--- config.mk ---
export PLATFORM = sky130hd
export DESIGN_NAME = rainbow_intensity_colormap_unit
export DESIGN_NICKNAME = d
export VERILOG_FILES = /design/src/design/ricm_pkg.sv /design/src/design/rainbow_intensity_colormap_unit.sv
export SDC_FILE = /design/constraint.sdc
export NUM_CORES = 1
export LEC_CHECK = 0
export ABC_AREA = 1
export ABC_CLOCK_PERIOD_IN_PS = 6350
export BUFFER_PORTS_ARGS = -buffer_cell sky130_fd_sc_hd__buf_2
export CORE_MARGIN = 2
export CORE_UTILIZATION = 30
export DETAILED_ROUTE_END_ITERATION = 8
export GPL_TIMING_DRIVEN = 0
export MAX_ROUTING_LAYER = met4
export PLACE_DENSITY_LB_ADDON = 0.08
export SLEW_MARGIN = 30
export SYNTH_ARGS = -nofsm -noshare
export SYNTH_HDL_FRONTEND = slang
export SYNTH_SLANG_ARGS = --single-unit
--- constraint.sdc ---
create_clock -name clk -period 6.35 [get_ports clk]
set_input_delay 1.27 -clock clk [delete_from_list [all_inputs] [get_ports clk]]
set_output_delay 1.27 -clock clk [all_outputs]
set_load 0.01 [all_outputs]
--- src/design/ricm_pkg.sv ---
// Package for the rainbow intensity colormap unit.
// Holds the fixed-point constants and widths of the datapath; no dependencies.
`default_nettype none

package ricm_pkg;

	// Input intensity, unsigned Q1.12 with full scale 1.0 = 4096
	localparam int unsigned IntensityW = 13;
	localparam int unsigned ChanW      = 8;
	localparam logic [IntensityW-1:0] FullScale = 13'd4096;

	// Internal Q16 values
	localparam int unsigned HueW  = 19;  // (1-v)*14/3 in Q16, max 305834
	localparam int unsigned CompW = 16;  // component, max 0.75
	localparam int unsigned LiftW = 15;  // lift, max 26214
	localparam int unsigned SumW  = 17;  // component plus lift

	localparam logic [CompW-1:0] ChromaQ16 = 16'd49152;
	localparam logic [16:0]      OneQ16    = 17'd65536;
	localparam logic [LiftW-1:0] LiftBase  = 15'd11796;
	localparam logic [LiftW-1:0] LiftSlope = 15'd14418;

	// floor(u*224/3) = (u * 224 * ceil(2^21/3)) >> 21, exact for u*224 < 2^21
	localparam int unsigned HueShift = 21;
	localparam logic [27:0] HueRecip = 28'd156587424;

	localparam logic [ChanW-1:0] ChanMax  = 8'd255;
	localparam logic [ChanW-1:0] ChanMinC = 8'd46;  // lowest channel: lift base alone

	// Hue sectors
	typedef enum logic [2:0] {
		SEC_RED_YEL  = 3'd0,
		SEC_YEL_GRN  = 3'd1,
		SEC_GRN_CYN  = 3'd2,
		SEC_CYN_BLU  = 3'd3,
		SEC_BLU_MAG  = 3'd4
	} sector_t;

endpackage

`default_nettype wire

--- src/design/rainbow_intensity_colormap_unit.sv ---
// Rainbow intensity colormap: intensity (Q1.12) to 8-bit RGB along a hue sweep.
// Four-stage pipeline; uses ricm_pkg for constants and the sector type.
// A start transfer passes the stage 1, 2 and 3 valid registers and then the done register.
// Throughput: one item per cycle; busy is always low, the pipeline never stalls.
// Results appear on red/green/blue for exactly one cycle with done high.
// Reset: arst_n asynchronously clears the stage valid bits; payload is not reset.
`default_nettype none

module rainbow_intensity_colormap_unit (
	input  wire logic                              clk,
	input  wire logic                              arst_n,
	input  wire logic                              start,
	output logic                                   busy,
	input  wire logic [ricm_pkg::IntensityW-1:0]   intensity,
	output logic                                   done,
	output logic [ricm_pkg::ChanW-1:0]             red,
	output logic [ricm_pkg::ChanW-1:0]             green,
	output logic [ricm_pkg::ChanW-1:0]             blue
);
	import ricm_pkg::*;

	logic                  valid_s1, valid_s2, valid_s3;
	logic [IntensityW-1:0] v_s1;
	logic [HueW-1:0]       h_s2;
	logic [LiftW-1:0]      lift_s2, lift_s3;
	logic [CompW-1:0]      r_s3, g_s3, b_s3;

	logic                  accept;
	logic [IntensityW-1:0] v_sat;
	logic [IntensityW-1:0] v_inv;
	logic [40:0]           hue_prod;
	logic [26:0]           slope_prod;
	logic [LiftW-1:0]      lift_calc;
	logic [2:0]            sector;
	logic [15:0]           frac;
	logic [16:0]           mod2;
	logic [16:0]           tri_dist;
	logic [16:0]           one_minus_tri;
	logic [18:0]           x_times3;
	logic [CompW-1:0]      x_comp;
	logic [CompW-1:0]      r_sel, g_sel, b_sel;
	logic [ChanW-1:0]      red_calc, green_calc, blue_calc;

	// Never stall: a new transfer is taken every cycle
	assign busy   = 1'b0;
	assign accept = start && !busy;

	// Saturate intensity above full scale
	assign v_sat = (intensity > FullScale) ? FullScale : intensity;

	// Stage 2 math: hue h = floor((1-v)*224/3) and lift = base + slope*v
	assign v_inv      = FullScale - v_s1;
	assign hue_prod   = 41'(v_inv) * 41'(HueRecip);
	assign slope_prod = 27'(LiftSlope) * 27'(v_s1);
	assign lift_calc  = LiftBase + LiftW'(slope_prod >> 12);

	// Stage 3 math: triangle term, x = 0.75*(1-tri), sector selection
	assign sector        = h_s2[HueW-1:16];
	assign frac          = h_s2[15:0];
	assign mod2          = {sector[0], frac};
	assign tri_dist      = (mod2 >= OneQ16) ? (mod2 - OneQ16) : (OneQ16 - mod2);
	assign one_minus_tri = OneQ16 - tri_dist;
	assign x_times3      = {2'b00, one_minus_tri} + {1'b0, one_minus_tri, 1'b0};
	assign x_comp        = CompW'(x_times3 >> 2);

	always_comb begin
		r_sel = '0;
		g_sel = '0;
		b_sel = '0;
		unique case (sector_t'(sector))
			SEC_RED_YEL: begin
				r_sel = ChromaQ16;
				g_sel = x_comp;
			end
			SEC_YEL_GRN: begin
				r_sel = x_comp;
				g_sel = ChromaQ16;
			end
			SEC_GRN_CYN: begin
				g_sel = ChromaQ16;
				b_sel = x_comp;
			end
			SEC_CYN_BLU: begin
				g_sel = x_comp;
				b_sel = ChromaQ16;
			end
			SEC_BLU_MAG: begin
				r_sel = x_comp;
				b_sel = ChromaQ16;
			end
			default: begin
				r_sel = ChromaQ16;
				b_sel = x_comp;
			end
		endcase
	end

	// Stage 4 math: scale by 255, round half up, clamp
	function automatic logic [ChanW-1:0] to_chan(input logic [CompW-1:0] comp,
			input logic [LiftW-1:0] lift);
		logic [SumW-1:0] sum;
		logic [25:0]     scaled;
		logic [9:0]      rounded;
		sum     = SumW'(comp) + SumW'(lift);
		scaled  = {1'b0, sum, 8'd0} - 26'(sum) + 26'd32768;
		rounded = scaled[25:16];
		to_chan = (rounded > 10'(ChanMax)) ? ChanMax : rounded[ChanW-1:0];
	endfunction

	assign red_calc   = to_chan(r_s3, lift_s3);
	assign green_calc = to_chan(g_s3, lift_s3);
	assign blue_calc  = to_chan(b_s3, lift_s3);

	// Advance valid bits
	always_ff @(posedge clk or negedge arst_n) begin
		if (!arst_n) begin
			valid_s1 <= 1'b0;
			valid_s2 <= 1'b0;
			valid_s3 <= 1'b0;
			done     <= 1'b0;
		end else begin
			valid_s1 <= accept;
			valid_s2 <= valid_s1;
			valid_s3 <= valid_s2;
			done     <= valid_s3;
		end
	end

	// Hold payload per stage; load only on a valid item
	always_ff @(posedge clk) begin
		if (accept) begin
			v_s1 <= v_sat;
		end
		if (valid_s1) begin
			h_s2    <= hue_prod[HueShift +: HueW];
			lift_s2 <= lift_calc;
		end
		if (valid_s2) begin
			r_s3    <= r_sel;
			g_s3    <= g_sel;
			b_s3    <= b_sel;
			lift_s3 <= lift_s2;
		end
		if (valid_s3) begin
			red   <= red_calc;
			green <= green_calc;
			blue  <= blue_calc;
		end
	end

	// Every accepted transfer yields a result with done high
	a_latency: assert property (@(posedge clk) disable iff (!arst_n)
		accept |-> ##4 done)
		else $error("result missing four cycles after transfer");

	// Hue never reaches the sixth sector after saturation
	a_hue_range: assert property (@(posedge clk) disable iff (!arst_n)
		valid_s2 |-> (h_s2[HueW-1:16] <= 3'(SEC_BLU_MAG)))
		else $error("hue out of range");

	// One component is always zero
	a_one_zero: assert property (@(posedge clk) disable iff (!arst_n)
		valid_s3 |-> ((r_s3 == '0) || (g_s3 == '0) || (b_s3 == '0)))
		else $error("no zero component");

	// Lift keeps every channel at or above its floor
	a_chan_floor: assert property (@(posedge clk) disable iff (!arst_n)
		done |-> ((red >= ChanMinC) && (green >= ChanMinC) && (blue >= ChanMinC)))
		else $error("channel below lift floor");

endmodule

`default_nettype wire

# Word-level counts from Yosys, hierarchy flattened
# Index checks and enable logic that the tools add are counted.
# classes
n_addsub,15
mul,2
order_cmp,5
eq_ne,4
mux,4
reduce_logical,7
# op_table
operator,count
case mux 16 bit (2 select lines),3
"adder 26 x 16 -> 26 bit, second input constant",3
subtractor 25 x 17 -> 26 bit,3
adder 16 x 15 -> 17 bit,3
"multiplier 13 x 23 -> 35 bit, second input constant",1
"subtractor 17 bit, first input constant",2
"greater-than comparator 10 x 8 -> 1 bit, second input constant",3
"multiplier 13 x 13 -> 26 bit, first input constant",1
adder 17 x 18 -> 18 bit,1
">= comparator 17 bit, second input constant",1
2-to-1 mux 17 bit,1
"subtractor 17 bit, second input constant",1
"adder 14 x 15 -> 15 bit, first input constant",1
"greater-than comparator 13 bit, second input constant",1
"subtractor 13 bit, first input constant",1
OR reduction 2 bit,6
"== test 3 x 2 -> 1 bit, second input constant",2
"== test 3 x 1 -> 1 bit, second input constant",1
"== test 3 bit, second input constant",1
zero test 3 bit,1
# totals
ff_bits,138

# Longest topological paths before layout
# Gate-level depths: netlist of run 1.
# depth
ltp_word,5
depth_mapped,30
ltp_nobuf,30

# Worst setup path before layout of run 1
# No wires, ideal clock.
# synth_path
kind,register to register
startpoint,register v_s1[0]
endpoint,register h_s2[14] (data pin)
arrival_time_ns,5.727
t_required_ns,6.091
slack_ns,0.364
path_stages_with_launch,29
n_path_buf,0
path_cell_list,edfxtp_1 inv_1 ha_1 nand2_1 inv_1 nand4_1 nor2_1 nand2_1 xnor2_1 ha_1 xor2_1 ha_1 inv_1 nand2_1 inv_1 fa_1 inv_1 fa_1 inv_1 fa_1 inv_1 ha_1 a21oi_1 inv_1 a21oi_1 o21ai_0 a221oi_1 nand2_1 xor2_1
# synth_between
elab_chain_cells,2
# synth_lines
element,line,rtl
start: declaration,rainbow_intensity_colormap_unit.sv:23,logic [IntensityW-1:0] v_s1;
start signal: assignment,rainbow_intensity_colormap_unit.sv:132,v_s1 <= v_sat;
subtractor 13 bit,rainbow_intensity_colormap_unit.sv:52,assign v_inv = FullScale - v_s1;
multiplier 13 x 23 -> 35 bit,rainbow_intensity_colormap_unit.sv:53,assign hue_prod = 41'(v_inv) * 41'(HueRecip);
via hue_prod[35],rainbow_intensity_colormap_unit.sv:31,logic [40:0] hue_prod;
end signal: assignment,rainbow_intensity_colormap_unit.sv:135,h_s2 <= hue_prod[HueShift +: HueW];
end: declaration,rainbow_intensity_colormap_unit.sv:24,logic [HueW-1:0] h_s2;
# The timed path passes the listed nets, and every way through them passes these cells.
# A chain may end at the register's enable or synchronous reset.

# Worst setup path in the final report of run 1
# layout_path
startpoint,register v_s1[0]
endpoint,register h_s2[17] (data pin)
# The elaborated chain is that of the path after synthesis.

==> results of run 1 <==
worst register-to-register path, delay by kind of cell, from the launching register on:
family / cells / cell delay, ns
adder cells (fa/ha/maj): 7 / 2.64
AO/OA/AOI/OAI: 5 / 0.83
AND/OR/NAND/NOR: 7 / 0.81
buffers and inverters: 7 / 0.65
flip-flops: 1 / 0.43
XOR/XNOR: 2 / 0.35
cells in the mapped netlist, drive strengths merged, types with 12 or more instances:
cell type    n  share of area
nor4        12         0.0038
inv        527          0.099
o21bai      16         0.0060
xor2        86          0.039
nand4       32          0.011
xnor2       36          0.016
a21oi      180          0.047
fa          97          0.098
ha         342           0.22
nand3      136          0.036
o21ai       72          0.019
nand2      534           0.10
nor2       236          0.049
nand3b      24         0.0092
edfxtp     134           0.20
nor3        47          0.012
logic make-up (layout without fill, tap and decap cells):
kind of cell / count (synthesis) / in the layout / synth area share
simple gates: 1023 / 1023 / 0.225
buf+inv: 536 / 626 / 0.102
fa+ha+maj: 439 / 439 / 0.313
compound gates: 334 / 334 / 0.0976
flops: 138 / 138 / 0.207
xor+xnor: 122 / 122 / 0.0549
other cells: 1 / 1 / 0.000189
final cells by class:
| type | instances | area (um2) |
|---|---|---|
| clock buffer | 18 | 429 |
| sequential | 138 | 4130 |
| inverter | 527 | 1980 |
| multi-input combinational | 1919 | 13900 |
| tap | 864 | 1080 |
| clock inverter | 14 | 245 |
| fill | 7078 | 43600 |
| buffer | 9 | 53.8 |
| timing repair buffer | 58 | 368 |
state kept, by name (all words and copies together), names as in the netlist, 8 cells and up:
name     cells
red          8
green        8
blue         8
b_s3        16
g_s3        16
v_s1        13
lift_s3     15
r_s3        16
h_s2        19
lift_s2     15
metrics by stage:
step	area (um2)	hold slack (ns)
CTS	22100	0.418
global route	22200	0.421
floorplan	19900	0.400
finish	22200	0.409
detailed placement	21200	0.405
global placement	21200	0.403
cells in the final DEF (no fill, tap or decap), types with 45 or more instances in the layout:
cell type,n
nand2_1,513
inv_1,511
ha_1,336
nor2_1,216
a21oi_1,170
edfxtp_1,134
nand3_1,129
fa_1,96
xor2_1,78
o21ai_0,60
nor3_1,45
per-layer routing:
layer	wire length (um)	share of wire	global-route usage
met1	24500	0.46	0.205
met2	26600	0.50	0.298
met3	1300	0.024	0.0210
met4	926	0.017	0.0409
met5	0	0	-
repair_timing:
action,in CTS,in global routing
pin swaps,3,5
hold buffers,0,0
resized for setup,16,23
buffers inserted,10,6
endpoints found under the setup margin,19,19
gates cloned,0,0
path summary, 6_finish.rpt:
kind	startpoint	end	slack, ns
max	v_s1[0]	h_s2[17]	0.37
min	lift_s2[9]	lift_s3[9]	0.41
max reg2reg	v_s1[0]	h_s2[17]	0.37
min reg2reg	lift_s2[9]	lift_s3[9]	0.41
max in group asynchronous	arst_n	valid_s2	5.55
min in group asynchronous	arst_n	done	0.62
==> results.sh, run 1 <==
export IMPL_final_min_clock_period_ns=5.98
export IMPL_cts_sinks=138
export IMPL_clk_pin_slew_ns=0.07
export IMPL_core_region_area_mm2=0.0657
export IMPL_fin_ws_ns=0.372
export IMPL_via_count=16494
export IMPL_tightest_slew_ns=0.693
export IMPL_period_share=0.941
export IMPL_crit_arrival_ns=6.18
export IMPL_end_kind="flip-flop"
export IMPL_critPathMaxFanout=5
export IMPL_finalSetupViolCount=0
export IMPL_place_congestion=0.902
export IMPL_rows=94
export IMPL_hpwl_um=46600
export IMPL_cp_num_cells=28
export IMPL_yosys_warnings=0
export IMPL_cts_htree_levels=4
export IMPL_fp_dieW_um=261
export IMPL_dieArea_mm2=0.0684
export IMPL_diodes=0
export IMPL_fin_nets=3125
export IMPL_gr_total_overflow=0
export IMPL_wl_per_cell_um=15.0
export IMPL_syn_inst=2593
export IMPL_clockBufferDepth=2
export IMPL_final_antenna_net_count=0
export IMPL_ys_async_sr_fraction=0.0290
export IMPL_drc_errors=0
export IMPL_critPathLaunchType="flip-flop"
export IMPL_syn_area_mm2=0.0199
export IMPL_cp_top_family="adder cells"
export IMPL_dominantRegCellSynth="edfxtp_1"
export IMPL_setup_worst_path_class="reg2reg"
export IMPL_io_buffers=40
export IMPL_wirelength_um=53300
export IMPL_dieHeight_um=261
export IMPL_holdPathStages=0
export IMPL_final_max_slew_viol_count=0
export IMPL_viasPerCell=4.65
export IMPL_grt_total_usage=0.169
export IMPL_syn_mean_instance_area_um2=7.67
export IMPL_yosysUniqueCellTypes=55
export IMPL_grt_max_degree=52
export IMPL_final_cells=3547
export IMPL_drive_gt1_frac=0.0749
export IMPL_syn_num_nets=3048
export IMPL_slew_headroom=0.535
export IMPL_grt_pass1_vias=16877
export IMPL_fin_setup_tns_ns=0
export IMPL_synth_seq_cells=138
export IMPL_drt_iter0_drc=727
export IMPL_antenna_found_initial=0
export IMPL_ios=42
export IMPL_numCtsBuffers=17
export IMPL_synth_edf_count=134
export IMPL_slowest_delay_ns=0.57
export IMPL_dpl_worst_slack_ns=-0.988
export IMPL_maxCapViolCount=0
export IMPL_yosysSeqAreaShare=0.207
export IMPL_hold_viol_final=0
export IMPL_worst_path_buf_inv=7
export IMPL_cpMostUsedCell="inv_1"
export IMPL_critical_path_required_ns=6.55
export IMPL_critPathSlowestCell="fa_1"
export IMPL_cts_tree="built"
export IMPL_clock_latency_ns=0.47
export IMPL_timing_fmax_ghz=0.167
export IMPL_grt_pass1_wl_um=88600
export IMPL_place_inst=3499
export IMPL_first_pass_iters=5
export IMPL_r2r_worst_path_cells=28
export IMPL_start_util=0.303
export IMPL_area_delta_synth_final_pct=11.5
export IMPL_root_buffer="clkbuf_16"
export IMPL_fin_util=0.337
export IMPL_finalClockSkew_ns=0.0215
export IMPL_status="completed"
export IMPL_holdCritPathClass="reg2reg"
Power of run 1 is left out: the tool's default activity adds up to more than one toggle a clock period on the data nets, which glitch-free logic cannot reach.
==> inputs of run 2 (changes only) <==
--- a/config.mk
+++ b/config.mk
@@ -5,10 +5,8 @@
 export SDC_FILE = /design/constraint.sdc
 export NUM_CORES = 1
 export LEC_CHECK = 0
-export ABC_AREA = 1
 export ABC_CLOCK_PERIOD_IN_PS = 6350
 export BUFFER_PORTS_ARGS = -buffer_cell sky130_fd_sc_hd__buf_2
-export CORE_MARGIN = 2
 export CORE_UTILIZATION = 30
 export DETAILED_ROUTE_END_ITERATION = 8
 export GPL_TIMING_DRIVEN = 0
==> run 2 against run 1 <==
Global-route usage shrank 2.0 points. The run now ends with setup timing left. Critical endpoint is now h_s2[15]. Routed wire length shrank 23%. Highest routed layer unchanged. Worst setup slack lost 0.40 ns. Synthesized area shrank 13%. Largest cell class unchanged. Synthesized cell count shrank 31%.
==> results.sh, run 2 <==
export IMPL_status="finished with violations"
export IMPL_violations="setup timing"
export IMPL_critPathLaunchType="flip-flop"
export IMPL_numCtsBuffers=17
export IMPL_yosysMostFrequentCell="ha_1"
export IMPL_syn_mean_instance_area_um2=9.67
export IMPL_regMostFlops="h_s2"
export IMPL_hpwl_um=33700
export IMPL_clockBufferDepth=2
export IMPL_synth_top_cells_by_count="ha_1 (342), inv_1 (284), edfxtp_1 (134), nor2_1 (122), xnor2_1 (102)"
export IMPL_r2r_worst_path_cells=28
export IMPL_drive_gt1_frac=0.118
export IMPL_syn_area_mm2=0.0173
export IMPL_clock_latency_ns=0.47
export IMPL_drt_iter0_drc=445
export IMPL_maxCapViolCount=0
export IMPL_setup_worst_path_class="reg2reg"
export IMPL_fin_nets=2352
export IMPL_yosysUniqueCellTypes=79
export IMPL_viasPerCell=4.64
export IMPL_grt_total_usage=0.149
export IMPL_synthTopCellsByArea="ha_1 (25%), edfxtp_1 (23%), fa_1 (11%)"
export IMPL_fin_util=0.353
export IMPL_synth_top_area_cell="ha_1"
export IMPL_layout_cells_most_common="ha_1"
export IMPL_tightest_slew_ns=0.707
export IMPL_cts_hold_buf=0
export IMPL_syn_num_nets=2247
export IMPL_first_pass_iters=6
export IMPL_gr_total_overflow=0
export IMPL_final_cells=2666
export IMPL_grt_pass1_vias=12868
export IMPL_io_buffers=40
export IMPL_drc_errors=0
export IMPL_critical_path_required_ns=6.56
export IMPL_root_buffer="clkbuf_16"
export IMPL_wl_per_cell_um=15.3
export IMPL_holdCritPathClass="reg2reg"
export IMPL_holdPathStages=0
export IMPL_finalSetupViolCount=2
export IMPL_layout_common_cells="ha_1 (325), inv_1 (264), edfxtp_1 (134), nor2_1 (120), fa_1 (96)"
export IMPL_place_congestion=0.792
export IMPL_end_kind="flip-flop"
export IMPL_cts_sinks=138
export IMPL_clk_pin_slew_ns=0.06
export IMPL_yosysSeqAreaShare=0.238
export IMPL_dieHeight_um=242
export IMPL_cts_tree="built"
export IMPL_final_min_clock_period_ns=6.38
export IMPL_yosys_area_top_type_share=0.247
export IMPL_diodes=0
export IMPL_critPathMaxFanout=4
export IMPL_ys_async_sr_fraction=0.0290
export IMPL_finalClockSkew_ns=0.0170
export IMPL_final_max_slew_viol_count=0
export IMPL_fp_dieW_um=242
export IMPL_core_region_area_mm2=0.0567
export IMPL_synth_seq_cells=138
export IMPL_rsz0062_at_grt="yes"
export IMPL_hold_viol_final=0
export IMPL_period_share=1.00
export IMPL_yosys_warnings=0
export IMPL_critPathSlowestCell="fa_1"
export IMPL_wirelength_um=40800
export IMPL_largest_reg_flops=19
export IMPL_fin_ws_ns=-0.0282
export IMPL_place_inst=2589
export IMPL_syn_inst=1792
export IMPL_slew_headroom=0.527
export IMPL_synth_edf_count=134
export IMPL_area_delta_synth_final_pct=15.6
export IMPL_start_util=0.305
export IMPL_cts_htree_levels=4
export IMPL_antenna_found_initial=0
export IMPL_crit_arrival_ns=6.59
export IMPL_timing_fmax_ghz=0.157
export IMPL_dieArea_mm2=0.0587
export IMPL_final_antenna_net_count=0
export IMPL_grt_max_degree=48
export IMPL_dominantRegCellSynth="edfxtp_1"
export IMPL_via_count=12377
export IMPL_rows=87
export IMPL_slowest_delay_ns=0.52
export IMPL_grt_pass1_wl_um=67500
export IMPL_ios=42
run 2: cell count changes after synthesis, sizes merged, moves of 66 or more:
| cell | before | now |
|---|---|---|
| nand2 | 534 | 55 |
| nand3 | 136 | 36 |
| nor2 | 236 | 122 |
| xnor2 | 36 | 102 |
| inv | 527 | 284 |
| a21oi | 180 | 84 |
run 2: area by class of cell:
type	count	area (um2)
Buffer	22	91.3
Clock buffer	17	425
Clock inverter	15	133
Fill cell	5772	36700
Inverter	284	1070
Multi-Input combinational cell	1348	12600
Sequential cell	138	4130
Tap cell	756	946
Timing Repair Buffer	86	581
run 2: cells by family (layout without fill, tap and decap cells):
logic type                 after synthesis  after routing  share of synthesized area
AOI/OAI and AO/OA                      340            340                      0.133
xor gates and xnor gates               150            150                     0.0758
and+or+nand+nor                        409            409                      0.121
DFF                                    138            138                      0.238
other                                    1              1                   0.000216
muxes                                    9              9                    0.00556
buffers and inverters                  306            424                     0.0668
adders and majority gates              439            439                      0.359
run 2: repair_timing:
item                                   4_1_cts  5_1_grt
endpoints found under the hold margin        0        0
setup buffers                               34       12
setup endpoints to repair                   18       33
pin swaps                                   37       18
resized for setup                           56       50
run 2: per-stage QoR:
step / setup TNS, ns / setup WS, ns / hold WS (ns) / instance area (um2)
2_1_floorplan: 0 / 0.00553 / 0.400 / 17400
3_3_place_gp: -12.92 / -1.14 / 0.406 / 18500
3_5_place_dp: -12.27 / -1.13 / 0.405 / 18600
4_1_cts: -0.731 / -0.171 / 0.419 / 19700
5_1_grt: -1.35 / -0.268 / 0.428 / 20000
6_report: -0.0460 / -0.0282 / 0.417 / 20000
run 2: path summary, 6_finish.rpt:
kind                                  from         end  slack, ns
worst max register to register     v_s1[2]    h_s2[15]      -0.03
min in group asynchronous           arst_n    valid_s2       0.59
worst min register to register  lift_s2[0]  lift_s3[0]       0.42
worst max-delay path               v_s1[2]    h_s2[15]      -0.03
max in group asynchronous           arst_n    valid_s2       5.63
worst min-delay path            lift_s2[0]  lift_s3[0]       0.42
run 2: layer usage:
metal / wire [um] / vias up / GRT usage / part of all wire
li1: - / 6483 / - / -
met1: 19200 / 5772 / 0.180 / 0.47
met2: 20200 / 83 / 0.256 / 0.49
met3: 609 / 39 / 0.0199 / 0.015
met4: 830 / 0 / 0.0465 / 0.020
met5: 0 / - / - / 0
run 2: worst max-delay path: cells and delay by family (launching register included):
| kind | cells | cell delay (ns) |
|---|---|---|
| AND/OR/NAND/NOR | 3 | 0.48 |
| flip-flops | 1 | 0.46 |
| buffers and inverters | 7 | 0.58 |
| XOR/XNOR | 2 | 0.37 |
| AO/OA/AOI/OAI | 9 | 1.63 |
| adder cells (fa/ha/maj) | 7 | 2.59 |
Power of run 2 is left out for the same reason.
==> inputs of run 3 (changes only) <==
--- a/config.mk
+++ b/config.mk
@@ -7,7 +7,7 @@
 export LEC_CHECK = 0
 export ABC_CLOCK_PERIOD_IN_PS = 6350
 export BUFFER_PORTS_ARGS = -buffer_cell sky130_fd_sc_hd__buf_2
-export CORE_UTILIZATION = 30
+export CORE_UTILIZATION = 50
 export DETAILED_ROUTE_END_ITERATION = 8
 export GPL_TIMING_DRIVEN = 0
 export MAX_ROUTING_LAYER = met4
==> run 3 against run 2 <==
The run still ends with setup timing left. Global-route usage up 7.1 points. Routed wire length is 11% lower. Fmax decreased by 1.4%. Via count up 1.8%. Sequential cell count unchanged. Clock skew barely moved. Sequential share of layout area grew 0.43 points. Critical path type unchanged. Critical endpoint is now h_s2[18]. Largest cell class unchanged. Highest routed layer unchanged.
==> results.sh, run 3 (synthesis results as in run 2) <==
export IMPL_grt_pass1_wl_um=60600
export IMPL_r2r_end="h_s2[18]"
export IMPL_grt_max_degree=41
export IMPL_status="finished with violations"
export IMPL_drt_iter0_drc=468
export IMPL_r2r_worst_path_cells=25
export IMPL_multi_input_area_mm2=0.0126
export IMPL_wl_per_cell_um=15.5
export IMPL_route_met3_wl_um=589
export IMPL_clock_latency_ns=0.44
export IMPL_critPathMaxFanout=4
export IMPL_fp_dieW_um=188
export IMPL_grt_total_usage=0.220
export IMPL_root_buffer="clkbuf_16"
export IMPL_dpl_worst_slack_ns=-0.927
export IMPL_end_kind="flip-flop"
export IMPL_hold_start="lift_s2[8]"
export IMPL_numCtsBuffers=17
export IMPL_regMostFlops="h_s2"
export IMPL_rsz0062_at_grt="yes"
export IMPL_drc_errors=0
export IMPL_slew_headroom=0.508
export IMPL_highest_layer="met4"
export IMPL_violations="setup timing"
export IMPL_area_delta_synth_final_pct=13.2
export IMPL_grt_pass1_vias=12661
export IMPL_n_fill_cell=2913
export IMPL_layout_common_cells="ha_1 (329), inv_1 (265), edfxtp_1 (134), nor2_1 (120), fa_1 (96)"
export IMPL_holdCritPathClass="reg2reg"
export IMPL_final_max_slew_viol_count=0
export IMPL_cts_tree="built"
export IMPL_drive_gt1_frac=0.110
export IMPL_critPathLaunchType="flip-flop"
export IMPL_wirelength_met1_um=16300
export IMPL_io_buffers=40
export IMPL_seqCellArea_mm2=0.00413
export IMPL_fin_nets=2347
export IMPL_gr_total_overflow=0
export IMPL_dieArea_mm2=0.0354
export IMPL_clockBufferDepth=2
export IMPL_timing_rr_start="v_s1[3]"
export IMPL_fin_ws_ns=-0.119
export IMPL_final_min_clock_period_ns=6.47
export IMPL_core_region_area_mm2=0.0338
export IMPL_finalClockSkew_ns=0.0175
export IMPL_hold_viol_final=0
export IMPL_whs_endpoint="lift_s3[8]"
export IMPL_cts_sinks=138
export IMPL_wl_met2_um=18400
export IMPL_start_util=0.513
export IMPL_wirelength_um=36400
export IMPL_tightest_slew_ns=0.736
export IMPL_maxCapViolCount=0
export IMPL_cts_htree_levels=4
export IMPL_regToRegSetupSlack_ns=-0.12
export IMPL_clk_pin_slew_ns=0.07
export IMPL_finalSetupViolCount=6
export IMPL_placed_cell_area_mm2=0.0182
export IMPL_fin_area_mm2=0.0196
export IMPL_timing_fmax_ghz=0.155
export IMPL_final_antenna_net_count=0
export IMPL_via_count=12601
export IMPL_viasPerCell=5.36
export IMPL_holdWs_ns=0.418
export IMPL_place_congestion=0.898
export IMPL_setup_worst_path_class="reg2reg"
export IMPL_critical_path_required_ns=6.53
export IMPL_largest_reg_flops=19
export IMPL_crit_arrival_ns=6.64
export IMPL_ios=42
export IMPL_holdPathStages=0
export IMPL_hpwl_um=29500
export IMPL_diodes=0
export IMPL_dieHeight_um=188
export IMPL_period_share=1.02
export IMPL_antenna_found_initial=0
export IMPL_first_pass_iters=5
export IMPL_rows=67
export IMPL_layout_cells_most_common="ha_1"
==> run 3: critical path: stages, from the launching register on <==
cell and delay (ns):
edfxtp_1 0.48, inv_2 0.14, ha_4 0.16, nand3_4 0.09, nor3_4 0.35, buf_4 0.19, nand2_4 0.09, xnor2_4 0.23
ha_4 0.25, ha_1 0.32, fa_1 0.57, inv_2 0.04, fa_1 0.48, inv_1 0.06, fa_1 0.53, ha_4 0.21
a21o_1 0.17, a21o_1 0.19, a21o_1 0.16, a21o_1 0.21, a211oi_4 0.33, o31ai_2 0.12, a41o_1 0.23, a211o_1 0.33
a31oi_1 0.18, xnor2_1 0.08
==> run 3: per-stage QoR <==
step	util	TNS, ns	instances
after floorplan	-	0	1792
after global placement	0.537	-8.92	2280
after detailed placement	0.538	-9.23	2281
after CTS	0.573	-0.482	2340
after global routing	0.581	-2.13	2353
final	0.581	-0.377	2353
==> run 3: layout make-up <==
class / count / area share
clock buffer: 20 / 0.0228
tap: 448 / 0.0286
buffer: 22 / 0.00466
inverter: 284 / 0.0549
sequential: 138 / 0.211
multi-input combinational: 1348 / 0.641
clock inverter: 12 / 0.00957
timing repair buffer: 81 / 0.0277
==> run 3: layer usage <==
metal | vias up | GRT usage
met4 | 0 | 0.0879
met3 | 72 | 0.0238
met5 | - | -
met1 | 5915 | 0.255
met2 | 146 | 0.388
li1 | 6468 | -
==> run 3: how the worst max path moves through the flow <==
stage | start | to | slack (ns)
2_1_floorplan | v_s1[2] | h_s2[18] | 0.006
3_3_place_gp | v_s1[3] | h_s2[15] | -0.92
3_5_place_dp | v_s1[3] | h_s2[15] | -0.93
4_1_cts | v_s1[2] | h_s2[18] | -0.15
5_1_grt | v_s1[3] | h_s2[15] | -0.32
6_report | v_s1[3] | h_s2[18] | -0.12
==> run 3: what timing repair did <==
action | 4_1_cts | 5_1_grt
setup endpoints to repair | 19 | 33
hold buffers | 0 | 0
setup buffers | 28 | 13
hold endpoints to repair | 0 | 0
gates resized for setup | 59 | 34
pin swaps | 34 | 35
Power of run 3 is left out for the same reason.
